`src/rtl/cc20_pkg.sv`:
```
// Shared types, constants and state encodings for the ChaCha20 stream cipher.
package cc20_pkg;

   localparam int DR_DEFAULT = 10;
   localparam int CSR_INDEX_W = 3;

   localparam logic [CSR_INDEX_W-1:0] CSR_KEY_01   = 3'd0;
   localparam logic [CSR_INDEX_W-1:0] CSR_KEY_23   = 3'd1;
   localparam logic [CSR_INDEX_W-1:0] CSR_KEY_45   = 3'd2;
   localparam logic [CSR_INDEX_W-1:0] CSR_KEY_67   = 3'd3;
   localparam logic [CSR_INDEX_W-1:0] CSR_NONCE_01 = 3'd4;
   localparam logic [CSR_INDEX_W-1:0] CSR_NONCE_2  = 3'd5;
   localparam logic [CSR_INDEX_W-1:0] CSR_INIT_CTR = 3'd6;

   localparam logic [3:0][31:0] SIGMA = {32'h6b206574, 32'h79622d32,
                                         32'h3320646e, 32'h61707865};

   typedef struct packed {
      logic [7:0] data_byte;
      logic       last_byte;
   } cc20_req_type;

   typedef struct packed {
      logic [7:0] out_byte;
      logic       out_last;
   } cc20_rsp_type;

   typedef struct packed {
      logic [7:0][31:0] key;
      logic [2:0][31:0] nonce;
   } cc20_block_cfg_type;

   typedef struct packed {
      logic        start;
      logic [31:0] count;
   } cc20_cmd_type;

   typedef struct packed {
      logic done;
   } cc20_status_type;

   typedef enum logic [1:0] {
      TS_IDLE,
      TS_GEN,
      TS_OUT
   } cc20_top_state_type;

   typedef enum logic [2:0] {
      CS_IDLE,
      CS_ROUND,
      CS_DIAG,
      CS_UNDIAG,
      CS_ADD
   } cc20_core_state_type;

endpackage

```
`src/rtl/cc20_core.sv`:
```
// Block function: one shared add-xor-rotate unit sequenced over the 16-word state.
module cc20_core #(
   parameter int DOUBLE_ROUNDS = cc20_pkg::DR_DEFAULT
) (
   input  logic                         clock,
   input  logic                         reset,
   input  cc20_pkg::cc20_cmd_type       cmd_in,
   input  cc20_pkg::cc20_block_cfg_type cfg_in,
   input  logic [5:0]                   pos_in,
   output cc20_pkg::cc20_status_type    status_out,
   output logic [7:0]                   ks_byte_out
);
   import cc20_pkg::*;

   localparam int DR_W = $clog2(DOUBLE_ROUNDS + 1);
   localparam logic [DR_W-1:0] DR_LAST = DR_W'(DOUBLE_ROUNDS - 1);

   cc20_core_state_type state_ff, state_in;
   logic [31:0]     work_ff [16];
   logic [31:0]     work_in [16];
   logic [31:0]     ctr_ff, ctr_in, ctr_sel;
   logic [1:0]      step_ff, step_in, col_ff, col_in;
   logic            diag_ff, diag_in;
   logic [DR_W-1:0] dr_ff, dr_in;
   logic [3:0]      word_ff, word_in;
   logic [31:0]     init_w [16];
   logic [31:0]     op_x, op_y, op_z, sum, mixed, rotated;
   logic [31:0]     stepped [16];
   logic [31:0]     row_rot [16];
   logic [31:0]     diag_w [16];
   logic [31:0]     undiag_w [16];
   logic            qr_end, half_end;

   assign ctr_sel = (state_ff == CS_IDLE) ? cmd_in.count : ctr_ff;

   always_comb begin
      for (int i = 0; i < 4; i++) begin
         init_w[i] = SIGMA[i];
      end
      for (int i = 0; i < 8; i++) begin
         init_w[4 + i] = cfg_in.key[i];
      end
      init_w[12] = ctr_sel;
      for (int i = 0; i < 3; i++) begin
         init_w[13 + i] = cfg_in.nonce[i];
      end
   end

   // The shared unit: x + y, then (z ^ sum) rotated left.
   always_comb begin
      op_x = work_ff[0];
      op_y = work_ff[4];
      op_z = work_ff[12];
      if (state_ff == CS_ADD) begin
         op_y = init_w[word_ff];
      end else if (step_ff[0]) begin
         op_x = work_ff[8];
         op_y = work_ff[12];
         op_z = work_ff[4];
      end
      sum   = op_x + op_y;
      mixed = op_z ^ sum;
      case (step_ff)
         2'd0:    rotated = {mixed[15:0], mixed[31:16]};
         2'd1:    rotated = {mixed[19:0], mixed[31:20]};
         2'd2:    rotated = {mixed[23:0], mixed[31:24]};
         default: rotated = {mixed[24:0], mixed[31:25]};
      endcase
   end

   // The quarter round always works on column 0; rows are rotated to bring
   // the next column or diagonal into place.
   always_comb begin
      stepped = work_ff;
      if (step_ff[0]) begin
         stepped[8] = sum;
         stepped[4] = rotated;
      end else begin
         stepped[0]  = sum;
         stepped[12] = rotated;
      end
      for (int r = 0; r < 4; r++) begin
         for (int j = 0; j < 4; j++) begin
            row_rot[4*r + j]  = stepped[4*r + ((j + 1) % 4)];
            diag_w[4*r + j]   = work_ff[4*r + ((j + r) % 4)];
            undiag_w[4*r + j] = work_ff[4*r + ((j + 4 - r) % 4)];
         end
      end
   end

   assign qr_end   = (step_ff == 2'd3);
   assign half_end = qr_end && (col_ff == 2'd3);

   always_comb begin
      state_in = state_ff;
      case (state_ff)
         CS_IDLE: begin
            if (cmd_in.start) begin
               state_in = CS_ROUND;
            end
         end
         CS_ROUND: begin
            if (half_end) begin
               state_in = diag_ff ? CS_UNDIAG : CS_DIAG;
            end
         end
         CS_DIAG: begin
            state_in = CS_ROUND;
         end
         CS_UNDIAG: begin
            state_in = (dr_ff == DR_LAST) ? CS_ADD : CS_ROUND;
         end
         CS_ADD: begin
            if (word_ff == 4'd15) begin
               state_in = CS_IDLE;
            end
         end
         default: state_in = CS_IDLE;
      endcase
   end

   always_comb begin
      status_out.done = (state_ff == CS_ADD) && (word_ff == 4'd15);
      ks_byte_out     = work_ff[pos_in[5:2]][{pos_in[1:0], 3'b000} +: 8];
   end

   always_comb begin
      work_in = work_ff;
      ctr_in  = ctr_ff;
      step_in = step_ff;
      col_in  = col_ff;
      diag_in = diag_ff;
      dr_in   = dr_ff;
      word_in = word_ff;
      case (state_ff)
         CS_IDLE: begin
            if (cmd_in.start) begin
               work_in = init_w;
               ctr_in  = cmd_in.count;
               step_in = 2'd0;
               col_in  = 2'd0;
               diag_in = 1'b0;
               dr_in   = '0;
            end
         end
         CS_ROUND: begin
            work_in = qr_end ? row_rot : stepped;
            step_in = step_ff + 2'd1;
            if (qr_end) begin
               col_in = col_ff + 2'd1;
            end
            if (half_end) begin
               diag_in = !diag_ff;
            end
         end
         CS_DIAG: begin
            work_in = diag_w;
         end
         CS_UNDIAG: begin
            work_in = undiag_w;
            dr_in   = dr_ff + 1'b1;
            word_in = 4'd0;
         end
         CS_ADD: begin
            for (int i = 0; i < 15; i++) begin
               work_in[i] = work_ff[i + 1];
            end
            work_in[15] = sum;
            word_in     = word_ff + 4'd1;
         end
         default: begin
         end
      endcase
   end

   always_ff @(posedge clock) begin
      if (reset) begin
         state_ff <= CS_IDLE;
         step_ff  <= 2'd0;
         col_ff   <= 2'd0;
         diag_ff  <= 1'b0;
         dr_ff    <= '0;
         word_ff  <= 4'd0;
      end else begin
         state_ff <= state_in;
         step_ff  <= step_in;
         col_ff   <= col_in;
         diag_ff  <= diag_in;
         dr_ff    <= dr_in;
         word_ff  <= word_in;
      end
   end

   always_ff @(posedge clock) begin
      work_ff <= work_in;
      ctr_ff  <= ctr_in;
   end

endmodule

```
`src/rtl/chacha20_stream_cipher_top.sv`:
```
// ChaCha20 byte stream cipher: request and response channels, registers and byte sequencing.
// A byte that is not the first of a 64-byte block needs no block function run for its response.
// The first byte of a block waits for the block function to finish.
// That wait comes from the single add-xor-rotate unit doing one quarter-round step a cycle.
// One request is in flight at a time: a byte is taken only once the last response is loaded.
// Synchronous reset clears the registers, the block counter and the message state.
module chacha20_stream_cipher_top #(
   parameter int DOUBLE_ROUNDS = cc20_pkg::DR_DEFAULT
) (
   input  logic                               clock,
   input  logic                               reset,
   input  logic                               req_valid,
   output logic                               req_ready,
   input  cc20_pkg::cc20_req_type             req_data,
   output logic                               rsp_valid,
   input  logic                               rsp_ready,
   output cc20_pkg::cc20_rsp_type             rsp_data,
   input  logic                               csr_valid,
   output logic                               csr_ready,
   input  logic [cc20_pkg::CSR_INDEX_W-1:0]   csr_index,
   input  logic [63:0]                        csr_data
);
   import cc20_pkg::*;

   cc20_top_state_type state_ff, state_in;
   cc20_block_cfg_type cfg_ff, cfg_in;
   logic [31:0]        init_ctr_ff, init_ctr_in;
   logic [31:0]        block_count_ff, block_count_in;
   logic [5:0]         byte_pos_ff, byte_pos_in;
   logic               in_msg_ff, in_msg_in;
   logic [5:0]         pos_ff;
   cc20_req_type       data_ff;
   cc20_rsp_type       rsp_ff;
   logic               rsp_valid_ff, rsp_valid_in;
   logic               accept, rsp_load, block_start;
   logic [5:0]         start_pos;
   logic [31:0]        start_cnt;
   cc20_cmd_type       cmd;
   cc20_status_type    status;
   logic [7:0]         ks_byte;

   assign csr_ready = 1'b1;
   assign rsp_valid = rsp_valid_ff;
   assign rsp_data  = rsp_ff;

   assign accept      = req_valid && req_ready;
   assign start_pos   = in_msg_ff ? byte_pos_ff : 6'd0;
   assign start_cnt   = in_msg_ff ? block_count_ff : init_ctr_ff;
   assign block_start = (start_pos == 6'd0);

   cc20_core #(
      .DOUBLE_ROUNDS(DOUBLE_ROUNDS)
   ) u_core (
      .clock       (clock),
      .reset       (reset),
      .cmd_in      (cmd),
      .cfg_in      (cfg_ff),
      .pos_in      (pos_ff),
      .status_out  (status),
      .ks_byte_out (ks_byte)
   );

   always_comb begin
      state_in = state_ff;
      case (state_ff)
         TS_IDLE: begin
            if (accept) begin
               state_in = block_start ? TS_GEN : TS_OUT;
            end
         end
         TS_GEN: begin
            if (status.done) begin
               state_in = TS_OUT;
            end
         end
         TS_OUT: begin
            if (!rsp_valid_ff || rsp_ready) begin
               state_in = TS_IDLE;
            end
         end
         default: state_in = TS_IDLE;
      endcase
   end

   always_comb begin
      req_ready = (state_ff == TS_IDLE);
      rsp_load  = (state_ff == TS_OUT) && (!rsp_valid_ff || rsp_ready);
      cmd.start = accept && block_start;
      cmd.count = start_cnt;
   end

   always_comb begin
      cfg_in      = cfg_ff;
      init_ctr_in = init_ctr_ff;
      if (csr_valid && csr_ready) begin
         case (csr_index)
            CSR_KEY_01:   cfg_in.key[1:0]   = csr_data;
            CSR_KEY_23:   cfg_in.key[3:2]   = csr_data;
            CSR_KEY_45:   cfg_in.key[5:4]   = csr_data;
            CSR_KEY_67:   cfg_in.key[7:6]   = csr_data;
            CSR_NONCE_01: cfg_in.nonce[1:0] = csr_data;
            CSR_NONCE_2:  cfg_in.nonce[2]   = csr_data[31:0];
            CSR_INIT_CTR: init_ctr_in       = csr_data[31:0];
            default: begin
            end
         endcase
      end
   end

   always_comb begin
      block_count_in = block_count_ff;
      byte_pos_in    = byte_pos_ff;
      in_msg_in      = in_msg_ff;
      if (accept) begin
         block_count_in = block_start ? start_cnt + 32'd1 : start_cnt;
         byte_pos_in    = start_pos + 6'd1;
         in_msg_in      = !req_data.last_byte;
      end
      rsp_valid_in = rsp_load || (rsp_valid_ff && !rsp_ready);
   end

   always_ff @(posedge clock) begin
      if (reset) begin
         state_ff       <= TS_IDLE;
         cfg_ff         <= '0;
         init_ctr_ff    <= 32'd0;
         block_count_ff <= 32'd0;
         byte_pos_ff    <= 6'd0;
         in_msg_ff      <= 1'b0;
         rsp_valid_ff   <= 1'b0;
      end else begin
         state_ff       <= state_in;
         cfg_ff         <= cfg_in;
         init_ctr_ff    <= init_ctr_in;
         block_count_ff <= block_count_in;
         byte_pos_ff    <= byte_pos_in;
         in_msg_ff      <= in_msg_in;
         rsp_valid_ff   <= rsp_valid_in;
      end
   end

   always_ff @(posedge clock) begin
      if (accept) begin
         data_ff <= req_data;
         pos_ff  <= start_pos;
      end
      if (rsp_load) begin
         rsp_ff.out_byte <= data_ff.data_byte ^ ks_byte;
         rsp_ff.out_last <= data_ff.last_byte;
      end
   end

endmodule

```
`config.mk`:
```
export PLATFORM = sky130hd
export DESIGN_NAME = chacha20_stream_cipher_top
export DESIGN_NICKNAME = d
export VERILOG_FILES = /design/src/rtl/cc20_pkg.sv /design/src/rtl/cc20_core.sv /design/src/rtl/chacha20_stream_cipher_top.sv
export SDC_FILE = /design/constraint.sdc
export NUM_CORES = 2
export LEC_CHECK = 0
export BUFFER_PORTS_ARGS = -buffer_cell sky130_fd_sc_hd__buf_2
export CORE_ASPECT_RATIO = 0.7
export CORE_MARGIN = 2
export CORE_UTILIZATION = 35
export DETAILED_ROUTE_END_ITERATION = 16
export GPL_TIMING_DRIVEN = 1
export SLEW_MARGIN = 25
export SYNTH_ARGS = -nofsm -noshare
export SYNTH_HDL_FRONTEND = slang
export SYNTH_SLANG_ARGS = --single-unit
```
`constraint.sdc`:
```
create_clock -name clock -period 15.8 [get_ports clock]
set_clock_uncertainty 0.2 [all_clocks]
set_input_delay 0.79 -clock clock [delete_from_list [all_inputs] [get_ports clock]]
set_output_delay 0.79 -clock clock [all_outputs]
set_load 0.02 [all_outputs]
```
### Yosys cells after proc, flatten, opt, wreduce, memory -nomap -nowiden

Index checks and enable logic that the tools add are counted.

| word-level totals | value |
|---|---|
| bits in read-only memories | 0 |
| input port bits | 81 |
| latch bits | 0 |
| flip-flop bits (word level) | 1010 |
| word-level logic and storage cells | 171 |
| bits in writable memories | 0 |
| output and inout port bits | 12 |
| memories kept | 0 |

| cells by class | value |
|---|---|
| multiplexer cells | 45 |
| divide/modulo/power cells | 0 |
| $mul | 0 |
| equality and inequality tests | 25 |
| reduce and logical (&&, ||, !) cells | 40 |
| shift-type cells | 1 |
| $add $sub $neg | 7 |
| magnitude comparators | 2 |
| bitwise gates (word level) | 6 |

Operator list:

| cell | number |
|---|---|
| one-hot mux 512 bit (5 select lines) | 1 |
| 2-to-1 mux 512 bit | 2 |
| 2-to-1 mux 32 bit | 17 |
| binary-select mux 32 bit (select 4 bit) | 2 |
| one-hot mux 32 bit (3 select lines) | 1 |
| adder 32 x 1 -> 32 bit (second input constant) | 1 |
| adder 32 bit | 1 |
| indexed part select 32 x 6 -> 8 bit | 1 |
| XOR 32 bit | 1 |
| AND reduction 2 bit | 11 |
| one-hot mux 4 bit (2 select lines) | 2 |
| one-hot mux 3 bit (5 select lines) | 1 |
| AND reduction 3 bit | 5 |
| equality test 3 x 2 -> 1 bit (second input constant) | 4 |
| equality test 3 bit (second input constant) | 4 |
| 2-to-1 mux 2 bit | 6 |
| 2-to-1 mux 3 bit | 4 |
| >= comparator 5 bit (second input constant) | 2 |
| inequality test 2 x 1 -> 1 bit (second input constant) | 5 |
| NOT 4 -> 5 bit | 2 |
| adder 4 x 1 -> 4 bit (second input constant) | 2 |
| equality test 2 bit (second input constant) | 4 |
| equality test 4 bit (second input constant) | 2 |
| one-hot mux 2 bit (2 select lines) | 2 |
| other kinds (23) | 43 |

### Depth between registers and ports, before layout

| depth | value |
|---|---|
| word-level depth | 12 |
| mapped depth | 23 |

### Cells and area by module

A second synthesis with hierarchy kept.

| unflattened totals | value |
|---|---|
| cells, all modules | 5821 |
| area total of the unflattened synthesis | 57614.0 um^2 |

Modules (own cells, without submodules):

| module | area an instance (um^2) | times used | seq. area each (um^2) | cells each |
|---|---|---|---|---|
| cc20_core | 40686.5 | 1 | 16656.0 | 3720 |
| chacha20_stream_cipher_top | 16927.5 | 1 | 9248.9 | 2101 |

### Worst setup path after synthesis

Ideal clock, no wire load.

| timing path | value |
|---|---|
| kind | register -> register |
| start point | register in_msg_ff |
| end point | register u_core.work_ff, in the netlist u_core.diag_w[0], enable pin |
| period minus slack after synthesis | 14.058 ns |
| cell stages (with the launch flop) | 11 |
| arrival | 13.175 ns |
| slack | 1.742 ns |
| cell sequence | dfxtp_1 -> buf_6 -> buf_2 -> buf_2 -> clkbuf_1 -> and2_1 -> inv_1 -> ha_1 -> a31oi_1 -> a21oi_1 -> and2_1 |

| on the way | value |
|---|---|
| longest elaborated chain between the ends | 5 |

RTL lines:

| element | RTL line | source |
|---|---|---|
| from (decl) | chacha20_stream_cipher_top.sv:30 | `logic in_msg_ff, in_msg_in;` |
| from (signal assigned) | chacha20_stream_cipher_top.sv:137 | `in_msg_ff <= in_msg_in;` |
| 2-to-1 mux 6 bit | chacha20_stream_cipher_top.sv:47 | `assign start_pos = in_msg_ff ? byte_pos_ff : 6'd0;` |
| net start_pos[0] | chacha20_stream_cipher_top.sv:36 | `logic [5:0] start_pos;` |
| logical NOT 6 bit | chacha20_stream_cipher_top.sv:49 | `assign block_start = (start_pos == 6'd0);` |
| logical AND 1 bit | chacha20_stream_cipher_top.sv:88 | `cmd.start = accept && block_start;` |
| inequality test 2 bit (no source line) | - |  |
| AND reduction 3 bit (no source line) | - |  |
| to (signal assigned) | cc20_core.sv:195 | `work_ff <= work_in;` |
| to (decl) | cc20_core.sv:19 | `logic [31:0] work_ff [16];` |

The timed path passes the listed nets, and every way through them passes these cells.
A chain may end at the register's enable or synchronous reset.

==> impl_metrics.ini <==
[route]
route.detailed.wl_per_inst_um = 33.87
dr.pass1.iters = 13
vias_per_cell = 6.651
drt-initial-drc-count = 11430
routed_wl_um = 273100
ant_nets = 0
vias = 53630
drc_errors = 0

[setup_path]
cp-end-kind = flop
arrival_ns = 8.49
critPathKind = reg2reg
crit_family = compound AO/OA/AOI/OAI gates
worstPathRequired_ns = 16.09
cpPeakStageDelay_ns = 0.68
crit_path_cell_trace = buf_4 > nor2b_1 > a21oi_1 > o21ai_0 > mux4_2 > mux4_2 > nand2_1 > o21ai_0 > ha_1 > o211ai_1 > o211a_1 > nor4_4 > nor2_1 > o41ai_4 > xnor3_1 > a221oi_1 > buf_4 > o21ai_1 > o21a_1
crit_slowest_cell = buf_4
cp_max_fo = 44
setup.worst_path.start_class = flop
critPathBufInv = 2

[synth]
syn_area_per_cell_um2 = 9.630
netlist-cell-type-count = 97
synth_cells = 5955
ys_top_cells_by_area = edfxtp_1, dfxtp_1, mux4_2, nand2_1, a21oi_1
synth_top_area_share_pct = 29.74
ys.flop_type = edfxtp_1
syn-num-nets = 6084
synth_edf_count = 568
yosysSeqAreaShare_pct = 45.17
yosysMostFrequentCell = nand2_1
ys_warn_count = 0
mappedNetlistArea_um2 = 57350
synth_seq_cells = 1010
synthTopCellsByCount = nand2_1, a21oi_1, edfxtp_1
ys_async_sr_fraction_pct = 0
synth_top_cell_by_area = edfxtp_1

[flow_run]
maxCapViolations = 0

[timing]
setup_viol = 0
fin_crit_ns = 8.199
hold_slack_ns = 0.02843
slew_viol_final = 0
relSlewSlack_pct = 20.34
post-route-period-util_pct = 51.89
fin_tns_setup_ns = 0
rsz0062_at_grt = no
hold_viol_final = 0
worst_pin_slew_ns = 1.186
max_freq_mhz = 122.0

[clocking]
clock_sinks = 1010
hold_buffers = 0
post_cts_resized = 0
cts_buffers = 100
clk_pin_slew_ns = 0.07
clockRootBuffer = clkbuf_16
tritoncts = yes
cts_htree_levels = 3
ctsLongestPathBuffers = 3
cts_setup_buffers = 0
clock_latency_ns = 0.75

[die]
die_area_um2 = 167200
fp.coreArea_um2 = 163100
die_h_um = 342.7
row_count = 124
start_util_pct = 35.17
die_x_um = 487.8
pin_count = 93

[power]
leakagePower_uw = 0.02271
powerDensity_nw_per_um2 = 158.1
vdd_drop_max_v = 0.00009003
finalPower_uw = 10030

[run_status]
status = complete, no violations

[global_routing]
grt_start_max_net_pins = 151
antenna_found_initial = 34
grt_pass1_vias = 47730
grt_use_total_pct = 31.44
gr-total-overflow = 0
grt_pass1_wl_um = 376700

[finish]
synthToLayoutAreaGrowth_pct = 10.68
multi_input_area_um2 = 28930
seq_area_um2 = 25930
fill_cells = 15990
drive_gt1_share_pct = 13.92
nets = 5888

[place]
place.gp.congestion = 1.042
io_buffers = 91
hpwl_um = 177600

[min_path]
hp-class = in2reg
-- cells by family (layout without fill, tap and decap cells) --
logic type,count (synthesis),after routing,synth area share [%]
DFF,1010,1010,45.17
muxes,457,457,14.01
xor gates and xnor gates,94,94,1.780
buffers and inverters,736,628,4.896
other,1,13,0.006539
AOI/OAI and AO/OA,1722,1722,19.56
and+or+nand+nor,1887,1887,13.51
adders and majority gates,48,48,1.060
-- area by class of cell --
type	count	area share [%]
multi-input combinational	4209	45.58
sequential	1010	40.86
clock buffer	129	4.410
tap	2205	4.347
timing repair buffer	223	2.448
inverter	215	1.277
clock inverter	61	1.027
antenna	12	0.04731
-- cells in the final DEF, fill, tap and decap left out, types with 39 or more instances in the layout --
cell type	netlist	layout
clkbuf_16	0	106
mux2_2	71	71
and2_1	57	51
nor2_1	249	240
inv_1	212	211
a221oi_1	105	105
o21ai_0	256	254
xnor2_1	55	51
nand3_1	45	42
nor2b_1	51	48
a222oi_1	138	138
ha_1	47	46
a31oi_1	39	39
a21oi_1	686	685
buf_4	2	122
a211oi_1	42	41
dfxtp_1	442	433
buf_2	18	90
edfxtp_1	568	568
mux2i_1	116	116
o22ai_1	94	94
nand2_1	1357	1348
a221o_1	45	45
a22oi_1	68	68
mux4_2	269	269
o21a_1	68	68
-- flip-flops by register name (all words and copies together), names as in the netlist --
| name | cells |
|---|---|
| state_ff | 2 |
| u_core.state_ff | 3 |
| u_core.step_ff | 2 |
| cfg_ff | 352 |
| byte_pos_ff | 6 |
| u_core.dr_ff | 4 |
| u_core.col_ff | 2 |
| u_core.word_ff | 4 |
| rsp_valid | 1 |
| u_core.diag_w | 512 |
| init_ctr_ff | 32 |
| rsp_data | 9 |
| u_core.ctr_ff | 32 |
| u_core.diag_ff | 1 |
| pos_ff | 6 |
| in_msg_ff | 1 |
| data_ff | 9 |
| block_count_ff | 32 |
-- worst register-to-register path, stage by stage, from the launching register on --
cell and delay [ns]:
dfxtp_2 0.46, buf_4 0.69, nor2b_1 0.22, a21oi_1 0.29, o21ai_0 0.44, mux4_2 0.68
mux4_2 0.49, nand2_1 0.07, o21ai_0 0.39, ha_1 0.59, o211ai_1 0.18, o211a_1 0.30
nor4_4 0.41, nor2_1 0.26, o41ai_4 0.55, xnor3_1 0.68, a221oi_1 0.56, buf_4 0.27
o21ai_1 0.08, o21a_1 0.15
-- metal layers --
metal,routed length [um],part of all wire [%],global-route usage [%],vias up
met4,12710,4.7,12.38,40
met2,101000,37,39.65,5012
li1,-,-,-,21660
met3,52200,19,15.92,771
met5,309,0.11,0.6410,-
met1,106900,39,44.53,26160
-- where the power goes --
part	switching (uW)	internal [uW]	leakage [uW]
Combinational	2720	1140	0.0118
Clock	1160	1450	0.00170
Sequential	361	3200	0.00924
-- metrics by stage --
stage	std cells	util [%]	cell area (um^2)	setup slack (ns)
finish	8064	38.92	63470	7.601
global route	8059	38.92	63460	7.720
CTS	8052	38.89	63410	8.066
detailed placement	7862	36.77	59960	8.087
global placement	7860	36.73	59890	7.636
floorplan	5955	-	57350	1.742
-- path summary, 6_finish.rpt --
kind	start	endpoint	slack, ns	cells after the start
min reg2reg	data_ff[0]	rsp_data[0]	0.22	0
max reg2reg	in_msg_ff	u_core.diag_w[65]	7.60	19
max	in_msg_ff	u_core.diag_w[65]	7.60	19
min	req_data[4]	data_ff[4]	0.03	1
No activity file was read; power rests on OpenSTA's default activity.
